$ cat config.mk
export PLATFORM = sky130hd
export DESIGN_NAME = fifo_victim_cache_table_top
export DESIGN_NICKNAME = d
export VERILOG_FILES = /design/src/vct_pkg.sv /design/src/vct_table.sv /design/src/fifo_victim_cache_table_top.sv
export SDC_FILE = /design/constraint.sdc
export NUM_CORES = 1
export LEC_CHECK = 0
export BUFFER_PORTS_ARGS = -buffer_cell sky130_fd_sc_hd__buf_4
export CORE_MARGIN = 2
export CORE_UTILIZATION = 50
export DETAILED_ROUTE_END_ITERATION = 10
export PLACE_DENSITY = 0.67
export SLEW_MARGIN = 20
export SYNTH_ARGS = -nofsm -noshare
export SYNTH_HDL_FRONTEND = slang
export SYNTH_SLANG_ARGS = --single-unit
export TNS_END_PERCENT = 1
$ cat constraint.sdc
create_clock -name clk -period 5.9 [get_ports clk]
set_clock_uncertainty 0.15 [all_clocks]
set_input_delay 0.295 -clock clk [delete_from_list [all_inputs] [get_ports clk]]
set_output_delay 0.295 -clock clk [all_outputs]
set_load 0.05 [all_outputs]
$ cat src/vct_pkg.sv
`default_nettype none

package vct_pkg;

    localparam int ENTRIES_DEF  = 4;
    localparam int TAG_BITS_DEF = 32;
    localparam int SET_BITS_DEF = 16;

    typedef enum logic [1:0] {
        ACT_LOOKUP     = 2'd0,
        ACT_INSERT     = 2'd1,
        ACT_RESTORE    = 2'd2,
        ACT_MARK_DIRTY = 2'd3
    } action_t;

    typedef struct packed {
        action_t     action;
        logic [31:0] tag;
        logic [15:0] set_index;
        logic        dirty_in;
        logic [1:0]  entry_index;
    } req_t;

    typedef struct packed {
        logic       hit;
        logic [1:0] hit_index;
        logic       dirty_out;
        logic       evicted;
        logic       full_res;
    } rsp_t;

endpackage

`default_nettype wire

$ cat src/vct_table.sv
`default_nettype none

module vct_table #(
    parameter int ENTRIES  = 4,
    parameter int TAG_BITS = 32,
    parameter int SET_BITS = 16
) (
    input  wire logic          clk,
    input  wire logic          rst_n,
    input  wire logic          issue,
    input  wire vct_pkg::req_t req,
    output vct_pkg::rsp_t      rsp
);
    import vct_pkg::*;

    localparam int IDX_W = $clog2(ENTRIES);
    localparam logic [IDX_W-1:0] OLDEST_AGE = IDX_W'(ENTRIES - 1);

    logic [ENTRIES-1:0]  valid_reg;
    logic [ENTRIES-1:0]  valid_next;
    logic [IDX_W-1:0]    age_reg   [ENTRIES];
    logic [IDX_W-1:0]    age_next  [ENTRIES];
    logic [TAG_BITS-1:0] tag_reg   [ENTRIES];
    logic [SET_BITS-1:0] set_reg   [ENTRIES];
    logic [ENTRIES-1:0]  dirty_reg;
    logic [ENTRIES-1:0]  dirty_next;
    logic [ENTRIES-1:0]  write_en;

    logic [TAG_BITS-1:0] key_tag;
    logic [SET_BITS-1:0] key_set;

    logic [ENTRIES-1:0]  match;
    logic [ENTRIES-1:0]  hit_oh;
    logic [IDX_W-1:0]    hit_slot;
    logic [ENTRIES-1:0]  free_oh;
    logic [ENTRIES-1:0]  oldest_oh;
    logic [ENTRIES-1:0]  ins_oh;
    logic [ENTRIES-1:0]  rst_oh;
    logic [IDX_W-1:0]    gone_age;
    logic                full;
    logic                is_insert;
    logic                is_restore;
    logic                is_mark;
    logic                is_lookup;

    assign key_tag = TAG_BITS'(req.tag);
    assign key_set = SET_BITS'(req.set_index);

    assign full       = &valid_reg;
    assign is_lookup  = (req.action == ACT_LOOKUP);
    assign is_insert  = (req.action == ACT_INSERT);
    assign is_restore = (req.action == ACT_RESTORE);
    assign is_mark    = (req.action == ACT_MARK_DIRTY);

    // Per-entry compares; ages of valid entries are distinct, so the
    // oldest one of a full table is the one at age ENTRIES-1.
    always_comb
    begin
        for (int i = 0; i < ENTRIES; i++)
        begin
            match[i]     = valid_reg[i] && (tag_reg[i] == key_tag) && (set_reg[i] == key_set);
            oldest_oh[i] = valid_reg[i] && (age_reg[i] == OLDEST_AGE);
            rst_oh[i]    = valid_reg[i] && (int'(req.entry_index) == i);
        end
    end

    // Lowest matching slot and lowest free slot.
    always_comb
    begin
        logic hit_found;
        logic free_found;
        hit_found  = 1'b0;
        free_found = 1'b0;
        hit_oh     = '0;
        free_oh    = '0;
        hit_slot   = '0;
        for (int i = 0; i < ENTRIES; i++)
        begin
            if (match[i] && !hit_found)
            begin
                hit_found = 1'b1;
                hit_oh[i] = 1'b1;
                hit_slot  = IDX_W'(i);
            end
            if (!valid_reg[i] && !free_found)
            begin
                free_found = 1'b1;
                free_oh[i] = 1'b1;
            end
        end
    end

    assign ins_oh = full ? oldest_oh : free_oh;

    always_comb
    begin
        gone_age = '0;
        for (int i = 0; i < ENTRIES; i++)
        begin
            if (rst_oh[i])
            begin
                gone_age = age_reg[i];
            end
        end
    end

    // Next state of the whole table for the current request.
    always_comb
    begin
        valid_next = valid_reg;
        dirty_next = dirty_reg;
        write_en   = '0;
        for (int i = 0; i < ENTRIES; i++)
        begin
            age_next[i] = age_reg[i];
            if (is_insert)
            begin
                if (ins_oh[i])
                begin
                    valid_next[i] = 1'b1;
                    dirty_next[i] = req.dirty_in;
                    write_en[i]   = 1'b1;
                    age_next[i]   = '0;
                end
                else if (valid_reg[i])
                begin
                    age_next[i] = age_reg[i] + 1'b1;
                end
            end
            else if (is_restore && (|rst_oh))
            begin
                if (rst_oh[i])
                begin
                    valid_next[i] = 1'b0;
                end
                else if (valid_reg[i] && (age_reg[i] > gone_age))
                begin
                    age_next[i] = age_reg[i] - 1'b1;
                end
            end
            else if (is_mark && hit_oh[i])
            begin
                dirty_next[i] = 1'b1;
            end
        end
    end

    always_comb
    begin
        rsp           = '0;
        rsp.full_res  = &valid_next;
        if (is_lookup || is_mark)
        begin
            rsp.hit       = |match;
            rsp.hit_index = 2'(hit_slot);
        end
        else if (is_insert)
        begin
            rsp.evicted   = full;
            rsp.dirty_out = full && (|(oldest_oh & dirty_reg));
        end
        else
        begin
            rsp.dirty_out = |(rst_oh & dirty_reg);
        end
    end

    always_ff @(posedge clk or negedge rst_n)
    begin
        if (!rst_n)
        begin
            valid_reg <= '0;
            for (int i = 0; i < ENTRIES; i++)
            begin
                age_reg[i] <= '0;
            end
        end
        else if (issue)
        begin
            valid_reg <= valid_next;
            for (int i = 0; i < ENTRIES; i++)
            begin
                age_reg[i] <= age_next[i];
            end
        end
    end

    always_ff @(posedge clk)
    begin
        if (issue)
        begin
            dirty_reg <= dirty_next;
            for (int i = 0; i < ENTRIES; i++)
            begin
                if (write_en[i])
                begin
                    tag_reg[i] <= key_tag;
                    set_reg[i] <= key_set;
                end
            end
        end
    end

endmodule

`default_nettype wire

$ cat src/fifo_victim_cache_table_top.sv
`default_nettype none

// Fully associative victim table with FIFO replacement. Each request
// (lookup, insert, restore by slot, mark dirty) transfers into a request
// register, is resolved in one pass over all entries at once, and its
// response lands in a response register: one request per cycle sustained
// while the response is not stalled. A request passes the request register
// and then the response register before its response is valid; the
// single-pass compare/age logic over ENTRIES slots between them sets the
// path length. A stalled response holds in its register while the request
// register keeps its item; the request side stalls only when both registers
// hold an item and the response is stalled.
module fifo_victim_cache_table_top #(
    parameter int ENTRIES  = vct_pkg::ENTRIES_DEF,
    parameter int TAG_BITS = vct_pkg::TAG_BITS_DEF,
    parameter int SET_BITS = vct_pkg::SET_BITS_DEF
) (
    input  wire logic          clk,
    input  wire logic          rst_n,
    input  wire logic          req_valid,
    output logic               req_stall,
    input  wire vct_pkg::req_t req,
    output logic               rsp_valid,
    input  wire logic          rsp_stall,
    output vct_pkg::rsp_t      rsp
);
    import vct_pkg::*;

    logic req_valid_reg;
    req_t req_reg;
    logic rsp_valid_reg;
    rsp_t rsp_reg;
    rsp_t rsp_next;
    logic out_free;
    logic issue;
    logic accept;

    // The response slot can take a new result when empty or draining now.
    assign out_free  = !rsp_valid_reg || !rsp_stall;
    assign issue     = req_valid_reg && out_free;
    assign req_stall = req_valid_reg && !out_free;
    assign accept    = req_valid && !req_stall;

    // Table state advances only when a request leaves the request register.
    vct_table #(
        .ENTRIES  (ENTRIES),
        .TAG_BITS (TAG_BITS),
        .SET_BITS (SET_BITS)
    ) u_table (
        .clk   (clk),
        .rst_n (rst_n),
        .issue (issue),
        .req   (req_reg),
        .rsp   (rsp_next)
    );

    always_ff @(posedge clk or negedge rst_n)
    begin
        if (!rst_n)
        begin
            req_valid_reg <= 1'b0;
            rsp_valid_reg <= 1'b0;
        end
        else
        begin
            // Hold the request while the response side is blocked.
            if (accept)
            begin
                req_valid_reg <= 1'b1;
            end
            else if (out_free)
            begin
                req_valid_reg <= 1'b0;
            end
            // Advance the response on issue, drop it once transferred.
            if (issue)
            begin
                rsp_valid_reg <= 1'b1;
            end
            else if (!rsp_stall)
            begin
                rsp_valid_reg <= 1'b0;
            end
        end
    end

    always_ff @(posedge clk)
    begin
        if (accept)
        begin
            req_reg <= req;
        end
        if (issue)
        begin
            rsp_reg <= rsp_next;
        end
    end

    assign rsp_valid = rsp_valid_reg;
    assign rsp       = rsp_reg;

endmodule

`default_nettype wire

==> results of run 1 <==
per-layer routing:
layer / global-route usage [%] / vias up / wire length, um
met5: 0 / - / 0
met3: 3.53 / 38 / 1110
li1: - / 2977 / -
met2: 35.1 / 161 / 11700
met4: 6.31 / 0 / 684
met1: 27.5 / 3131 / 10700
worst register-to-register path, cell delays in order, from the launching register on:
cell and delay, ps:
edfxtp_1 640, nor2b_1 300, a32oi_1 70, o21ai_0 560
ha_1 350, a221oi_1 250, o22ai_1 130, or2_1 260
mux2_1 320
worst min-delay path by stage:
| stage | endpoint | slack (ps) | cells after the start |
|---|---|---|---|
| floorplan | req_valid_reg$_DFFE_PN0P_ | -150 | 0 |
| global placement | u_table.age_reg[0]$_DFFE_PN0P_ | 20 | 1 |
| CTS | u_table.valid_reg[3]$_DFFE_PN0P_ | 3 | 2 |
| detailed placement | u_table.age_reg[0]$_DFFE_PN0P_ | 20 | 1 |
| finish | u_table.age_reg[0]$_DFFE_PN0P_ | 10 | 2 |
| global route | u_table.valid_reg[3]$_DFFE_PN0P_ | 30 | 2 |
power by group through the flow:
stage	clock [mW]	sequential, mW	combinational [mW]
2_1_floorplan	0	2.37	0.405
3_3_place_gp	0	2.42	0.531
3_5_place_dp	0	2.42	0.552
4_1_cts	1.83	2.39	0.587
5_1_grt	1.92	2.40	0.654
6_report	1.80	2.39	0.583
cells by family after synthesis:
logic type,Yosys count,share of synthesized area [%]
AO/OA/AOI/OAI,62,3.67
XOR/XNOR,185,14.3
adder cells (fa/ha/maj),16,1.77
buffers and inverters,37,1.24
flip-flops,269,70.8
multiplexers,8,0.797
AND/OR/NAND/NOR,143,7.35
final cells by class:
type	instances	area, um2
inverter	25	96.3
multi-input combinational	414	3170
tap	285	357
fill	1662	8750
clock buffer	38	790
sequential	269	8010
timing repair buffer	126	1090
clock inverter	15	173
stage by stage:
| step | cells | worst slack [ps] |
|---|---|---|
| after CTS | 1172 | 2750 |
| after global placement | 1062 | 2850 |
| after floorplan | 720 | 1700 |
| final | 1172 | 2750 |
| after detailed placement | 1062 | 2760 |
| after global routing | 1172 | 2520 |
synthesized netlist by cell type (all sizes together), types with 4 or more instances:
cell type,number
a211oi,7
a21oi,15
a31oi,4
clkbuf,10
dfrtp,14
edfxtp,255
ha,16
inv,23
mux2,8
nand2,24
nand2b,9
nand3,14
nand4,36
nor2,16
nor3,4
nor4,21
o21ai,13
xnor2,129
xor2,56
==> results.toml, run 1 <==
[worst_setup_path]
cp.required_ps = 6170
worstReg2RegStart = "req_reg[0]$_DFFE_PP_"
r2r_slack_ps = 2750
cp-startpoint = "req_reg[0]$_DFFE_PP_"
crit_path_end = "u_table.age_reg[5]$_DFFE_PN0P_"
cp-end-kind = "register"
crit_slowest_cell = "edfxtp_1"
ff2ff_path_depth = 8
critPathLaunchType = "register"
crit_family = "compound AO/OA/AOI/OAI gates"
critPathKind = "register to register"
cp_slowest_stage_delay_ps = 640
worstPathCellList = "nor2b_1 > a32oi_1 > o21ai_0 > ha_1 > a221oi_1 > o22ai_1 > or2_1 > mux2_1"
critPathMaxFanout = 18
path_buf_inv = 0
r2r_end = "u_table.age_reg[5]$_DFFE_PN0P_"
crit_arrival_ps = 3420
worst-path-stages = 8

[clocking]
clock_latency_ps = 550
cts_buffers = 29
cts_sinks = 269
ctsResizeCount = 0
holdBufCountCts = 57
clock_path_buffers = 3
clkSlewWorstSetupHoldPaths_ps = 50
ctsHtreeMaxLevel = 1
cts_tree = "built"
clockRootBuffer = "clkbuf_16"
cts_setup_buffers = 0

[sta]
tns_ps = 0
slew_violations = 0
min_period_ps = 3150
worst_slew_pin_slew_ps = 916
grt_setup_unrepaired = "false"
setup_viol = 0
period_share_pct = 53.4
slew_headroom_pct = 38.9
finalHoldViolCount = 0
hold_slack_ps = 10.1
fmax_mhz = 318

[yosys]
synthArstFlopShare_pct = 5.20
synth_top_area_share_pct = 67.7
ys_types = 53
syn_inst = 720
synth_ff_type = "edfxtp_1"
ys_top_cells_by_area = "edfxtp_1, xnor2_1, xor2_1, dfrtp_1, nand4_1"
ys_warn_count = 0
yosysTopAreaCell = "edfxtp_1"
synth_nets = 793
synth_edf_count = 255
synth_area_um2 = 11300
seq_area_frac_synth_pct = 70.8
synth.avg_cell_area_um2 = 15.7
ys_seq_elements = 269

[pwr]
power_switching_mw = 1.19
seqPwrFrac_pct = 50.0
p_per_area_nw_per_um2 = 349
clkPwrFrac_pct = 37.7
combPwrFrac_pct = 12.2
finalPower_mw = 4.77
leakage_nw = 4.63
peakVddDrop_uv = 303
internal-power_mw = 3.58
swShare_pct = 24.9

[layout]
antenna_cells = 0
drive_gt1_share_pct = 15.2
largest_reg_flops = 128
fin_area_um2 = 13700
fin_nets = 938
fin_util_pct = 61.0
final_cell_mix = "edfxtp_1, xnor2_1, buf_4"
area_delta_synth_final_pct = 21.1
mostFrequentLayoutCell = "edfxtp_1"

[routing]
viasPerCell = 5.38
wl_um = 24100
avgRoutedWirePerCell_um = 20.6
drc = 0
ant_nets = 0
vias = 6307
drt_iter0_drc = 402
drtPass1Iterations = 4

[floorplanning]
row_count = 55
core_um2 = 22400
start_util_pct = 50.4
ios = 65
die_width_um = 154
dieArea_um2 = 23800
die_h_um = 154

[placed_design]
placed_area_um2 = 12100
portBuffers = 64
routabilityCongestion = 0.864
dp_hpwl_um = 16000

[hold_path]
hp-class = "input pin to asynchronous set/reset pin"

[outcome]
status = "finished clean"

[grt]
first_global_vias = 6580
grt_max_degree = 54
grtUsageTotal_pct = 20.6
grt-ovfl-total = 0
antenna_found_initial = 0
grt_pass1_wl_um = 37500

[flow_run]
maxCapViolCount = 0
(Power assumes the default switching activity.)
==> run 2, diff against run 1 <==
==> constraint.sdc (replaced) <==
create_clock -name clk -period 3.1 [get_ports clk]
set_clock_uncertainty 0.15 [all_clocks]
set_input_delay 0.155 -clock clk [delete_from_list [all_inputs] [get_ports clk]]
set_output_delay 0.155 -clock clk [all_outputs]
set_load 0.05 [all_outputs]
==> results.toml, run 2 (synthesized netlist as in run 1, its figures left out) <==
[worst_setup_path]
critPathMaxFanout = 9
crit_slowest_cell = "nor4_1"
critPathLaunchType = "register"
crit_arrival_ps = 2930
cp-end-kind = "register"
cp_slowest_stage_delay_ps = 610
critPathKind = "register to register"
worstPathCellList = "xor2_1 > nor4_1 > nand4_1 > nor4_1 > nand2_1 > o31ai_1"
crit_top_cell = "nor4_1"
cp.required_ps = 3170

[layout]
final_cell_mix = "edfxtp_1, xnor2_1, buf_4"
area_delta_synth_final_pct = 22.7
fin_nets = 966
fillers = 1693
mostFrequentLayoutCell = "edfxtp_1"
fin_util_pct = 61.8
largest_reg_flops = 128
antenna_cells = 0
layoutNonFillerInstCount = 1198
drive_gt1_share_pct = 17.2

[grt]
grt_max_degree = 51
antenna_found_initial = 0
grt-ovfl-total = 0
grt_pass1_wl_um = 38700
grtUsageTotal_pct = 21.4
first_global_vias = 6795

[pwr]
seqPwrFrac_pct = 50.0
leakage_nw = 4.73
peakVddDrop_uv = 483
clkPwrFrac_pct = 35.7
power_switching_mw = 2.25
p_per_area_nw_per_um2 = 643
finalPower_mw = 8.92
internal-power_mw = 6.67
swShare_pct = 25.2
combPwrFrac_pct = 14.3

[floorplanning]
ios = 65
die_width_um = 154
start_util_pct = 50.4
die_h_um = 154
row_count = 55
core_um2 = 22400
dieArea_um2 = 23800

[placed_design]
portBuffers = 64
dp_hpwl_um = 16600
routabilityCongestion = 0.848
pre_cts_ws_ps = 218
placed_cells = 1090

[sta]
setup_slack_ps = 245
min_period_ps = 2860
worst_slew_pin_slew_ps = 743
finalHoldViolCount = 0
hold_slack_ps = 178
fmax_mhz = 350
setup_viol = 0
slew_headroom_pct = 50.5
grt_setup_unrepaired = "false"
period_share_pct = 92.1
slew_violations = 0

[clocking]
cts_tree = "built"
clockRootBuffer = "clkbuf_16"
clock_path_buffers = 3
cts_sinks = 269
cts_buffers = 28
ctsHtreeMaxLevel = 1
clkSlewWorstSetupHoldPaths_ps = 60
clock_latency_ps = 540

[flow_run]
maxCapViolCount = 0

[routing]
drt_iter0_drc = 428
drt-met1-wl_um = 10800
top_layer = "met4"
avgRoutedWirePerCell_um = 20.8
ant_nets = 0
drtPass1Iterations = 4
wl_met3_um = 1130
vias = 6455
route.met2.wl_um = 12300
drc = 0
viasPerCell = 5.39
wl_um = 24900

[outcome]
status = "finished clean"

[hold_path]
hp-class = "input pin to register"
==> run 2: stage by stage <==
stage,cell area [um2],TNS (ps)
floorplan,11300,-15110
global placement,12400,0
detailed placement,12400,0
CTS,13900,0
global route,13900,0
finish,13900,0
==> run 2: final cells by class <==
cell class / count / area (um2) / area share [%]
sequential: 269 / 8010 / 57.8
multi-input combinational: 414 / 3180 / 22.9
tap: 285 / 357 / 2.57
clock buffer: 31 / 733 / 5.29
clock inverter: 19 / 139 / 1.00
inverter: 25 / 93.8 / 0.677
timing repair buffer: 155 / 1360 / 9.80
==> run 2: timing repair <==
item                                   4_1_cts  5_1_grt
setup endpoints to repair                    0        2
resized for setup                            0        1
setup buffers                                0        0
endpoints found under the hold margin       69        0
hold buffers                                58        0
==> run 2: layer usage <==
metal,global-route usage [%],up-vias
met4,6.53,0
met1,28.6,3199
met2,36.6,174
met3,3.36,38
met5,0,-
li1,-,3044
==> run 2: worst max-delay path, delay by kind of cell (launching register included) <==
| kind | cells | cell delay [ps] |
|---|---|---|
| flip-flops | 1 | 580 |
| AO/OA/AOI/OAI | 1 | 300 |
| XOR/XNOR | 1 | 220 |
| AND/OR/NAND/NOR | 4 | 1290 |
==> run 2: worst paths after layout <==
| check | startpoint | end | slack (ps) | depth (start not counted) |
|---|---|---|---|---|
| worst max-delay path | req_reg[34]$_DFFE_PP_ | u_table.dirty_reg[3]$_DFFE_PP_ | 250 | 6 |
| worst min-delay path | req[18] | req_reg[18]$_DFFE_PP_ | 180 | 2 |
| worst max register to register | req_reg[34]$_DFFE_PP_ | u_table.dirty_reg[3]$_DFFE_PP_ | 250 | 6 |
| worst min register to register | req_valid_reg$_DFFE_PN0P_ | rsp_valid$_DFFE_PN0P_ | 340 | 1 |
| max in group asynchronous | rst_n | u_table.age_reg[0]$_DFFE_PN0P_ | 1740 | 3 |
| min in group asynchronous | rst_n | u_table.age_reg[2]$_DFFE_PN0P_ | 600 | 3 |
==> run 2: power groups by stage <==
stage | clock, mW | sequential (mW) | combinational, mW
after CTS | 3.25 | 4.46 | 1.29
final | 3.19 | 4.45 | 1.28
after detailed placement | 0 | 4.53 | 1.22
after global placement | 0 | 4.52 | 1.18
after global routing | 3.39 | 4.48 | 1.44
after floorplan | 0 | 4.50 | 0.772
==> run 3, diff against run 2 <==
--- a/config.mk
+++ b/config.mk
@@ -13,5 +13,6 @@
 export SLEW_MARGIN = 20
 export SYNTH_ARGS = -nofsm -noshare
 export SYNTH_HDL_FRONTEND = slang
+export SYNTH_HIERARCHICAL = 1
 export SYNTH_SLANG_ARGS = --single-unit
 export TNS_END_PERCENT = 1
==> results.toml, run 3 <==
[routing]
drc = 0
avgRoutedWirePerCell_um = 21.0
drt_iter0_drc = 555
drtPass1Iterations = 6
vias = 6687
viasPerCell = 5.47
ant_nets = 0
wl_um = 25700

[hold_path]
hp-class = "input pin to register"

[clocking]
cts_tree = "built"
clkSlewWorstSetupHoldPaths_ps = 60
cts_buffers = 29
cts_sinks = 269
ctsHtreeMaxLevel = 1
clockRootBuffer = "clkbuf_16"
clock_path_buffers = 3
cts_setup_buffers = 0
clock_latency_ps = 550

[layout]
final_cell_mix = "edfxtp_1, xor2_1, buf_4"
largest_reg_flops = 128
fin_nets = 998
area_delta_synth_final_pct = 25.1
fin_area_um2 = 14100
mostFrequentLayoutCell = "edfxtp_1"
fin_util_pct = 64.2
antenna_cells = 0
drive_gt1_share_pct = 20.0
layoutNonFillerInstCount = 1223

[yosys]
seq_area_frac_synth_pct = 71.1
synth_area_um2 = 11300
synth_top_area_share_pct = 68.0
ys_warn_count = 6
synth_edf_count = 255
synth_most_common_cell = "edfxtp_1"
yosysTopAreaCell = "edfxtp_1"
ys_top_cells_by_area = "edfxtp_1, xor2_1, dfrtp_1, xnor2_1, nor4_1"
synth_common_cells = "edfxtp_1, xor2_1, xnor2_1, nor4_1, inv_1"
synth.avg_cell_area_um2 = 15.7
synth_ff_type = "edfxtp_1"
synth_nets = 788
synthArstFlopShare_pct = 5.20
ys_types = 54
syn_inst = 716
ys_seq_elements = 269

[pwr]
p_per_area_nw_per_um2 = 606
leakage_nw = 5.06
peakVddDrop_uv = 480

[grt]
grt-ovfl-total = 0
antenna_found_initial = 0
grt_max_degree = 49
grt_pass1_wl_um = 39900
grtUsageTotal_pct = 22.1
first_global_vias = 6907

[sta]
min_period_ps = 2970
grt_setup_unrepaired = "false"
fmax_mhz = 337
hold_slack_ps = 161
period_share_pct = 95.7
setup_viol = 0
finalHoldViolCount = 0
worst_slew_pin_slew_ps = 740
slew_headroom_pct = 50.5
setup_slack_ps = 135
slew_violations = 0

[placed_design]
placed_cells = 1117
dp_hpwl_um = 17200
placed_area_um2 = 12600
portBuffers = 64
pre_cts_ws_ps = -56.8
routabilityCongestion = 0.828

[worst_setup_path]
crit_arrival_ps = 3070
critPathKind = "register to register"
cp.required_ps = 3200
cp-end-kind = "register"
r2r_slack_ps = 130
critPathLaunchType = "register"
critPathMaxFanout = 4

[floorplanning]
die_h_um = 154
dieArea_um2 = 23700
ios = 65
core_um2 = 22000
row_count = 54
die_width_um = 154
start_util_pct = 51.3

[outcome]
status = "finished clean"

[flow_run]
maxCapViolCount = 0
## run 3: critical path, stage by stage, from the launching register on
cell	delay (ps)
edfxtp_1	490
xor2_1	210
nor4_2	320
nand4_1	220
or4_4	590
or4b_1	550
o21bai_2	130
## run 3: path summary, 6_finish.rpt
kind                                                     to                 startpoint  cells past startpoint
max                          u_table/dirty_reg[3]$_DFFE_PP_      req_reg[12]$_DFFE_PP_                      6
min                                   req_reg[47]$_DFFE_PP_                    req[47]                      2
max reg2reg                  u_table/dirty_reg[3]$_DFFE_PP_      req_reg[12]$_DFFE_PP_                      6
min reg2reg                           rsp_valid$_DFFE_PN0P_  req_valid_reg$_DFFE_PN0P_                      1
max in group asynchronous         req_valid_reg$_DFFE_PN0P_                      rst_n                      3
min in group asynchronous  u_table/valid_reg[0]$_DFFE_PN0P_                      rst_n                      3
## run 3: cell families (layout without fill, tap and decap cells)
kind of cell / Yosys count / in the layout / synth area share (%)
flip-flops: 269 / 269 / 71.1
XOR/XNOR: 182 / 182 / 14.2
AND/OR/NAND/NOR: 139 / 139 / 6.89
AO/OA/AOI/OAI: 70 / 70 / 4.13
buffers and inverters: 33 / 260 / 1.17
adder cells (fa/ha/maj): 15 / 15 / 1.67
multiplexers: 8 / 8 / 0.878
## run 3: final cells by class
cell class / count / area (um2)
flip-flops and latches: 269 / 8010
fillers: 1595 / 7870
multi-input cells: 414 / 3200
repair buffers: 189 / 1630
clock buffers: 39 / 763
well taps: 280 / 350
inverters: 23 / 86.3
clock inverters: 9 / 57.6
## run 3: power by group
| part | switching (mW) | total (mW) | internal [mW] |
|---|---|---|---|
| Sequential | 0.161 | 4.34 | 4.18 |
| Clock | 1.33 | 3.05 | 1.71 |
| Combinational | 0.631 | 1.15 | 0.522 |
| Total | 2.12 | 8.54 | 6.41 |
## run 3: repair_timing
item                                    4_1_cts  5_1_grt
hold buffers                                 58        0
gates resized for setup                       2        6
endpoints found under the setup margin        2        5
hold endpoints to repair                     75        0
pin swaps                                     0        1
## run 3: per-layer routing
layer	GRT usage [%]	share of wire, %	vias to the layer above
met5	0	0	-
met4	5.03	2.1	0
met3	3.72	6.8	36
met2	35.9	48	248
met1	31.6	44	3308
li1	-	-	3095
## run 3: through the flow
| step | setup TNS, ps | power (mW) |
|---|---|---|
| 6_report | 0 | 8.54 |
| 5_1_grt | 0 | 8.89 |
| 4_1_cts | 0 | 8.59 |
| 3_5_place_dp | -83.5 | 5.50 |
| 3_3_place_gp | -50.8 | 5.45 |
| 2_1_floorplan | -71750 | 5.04 |
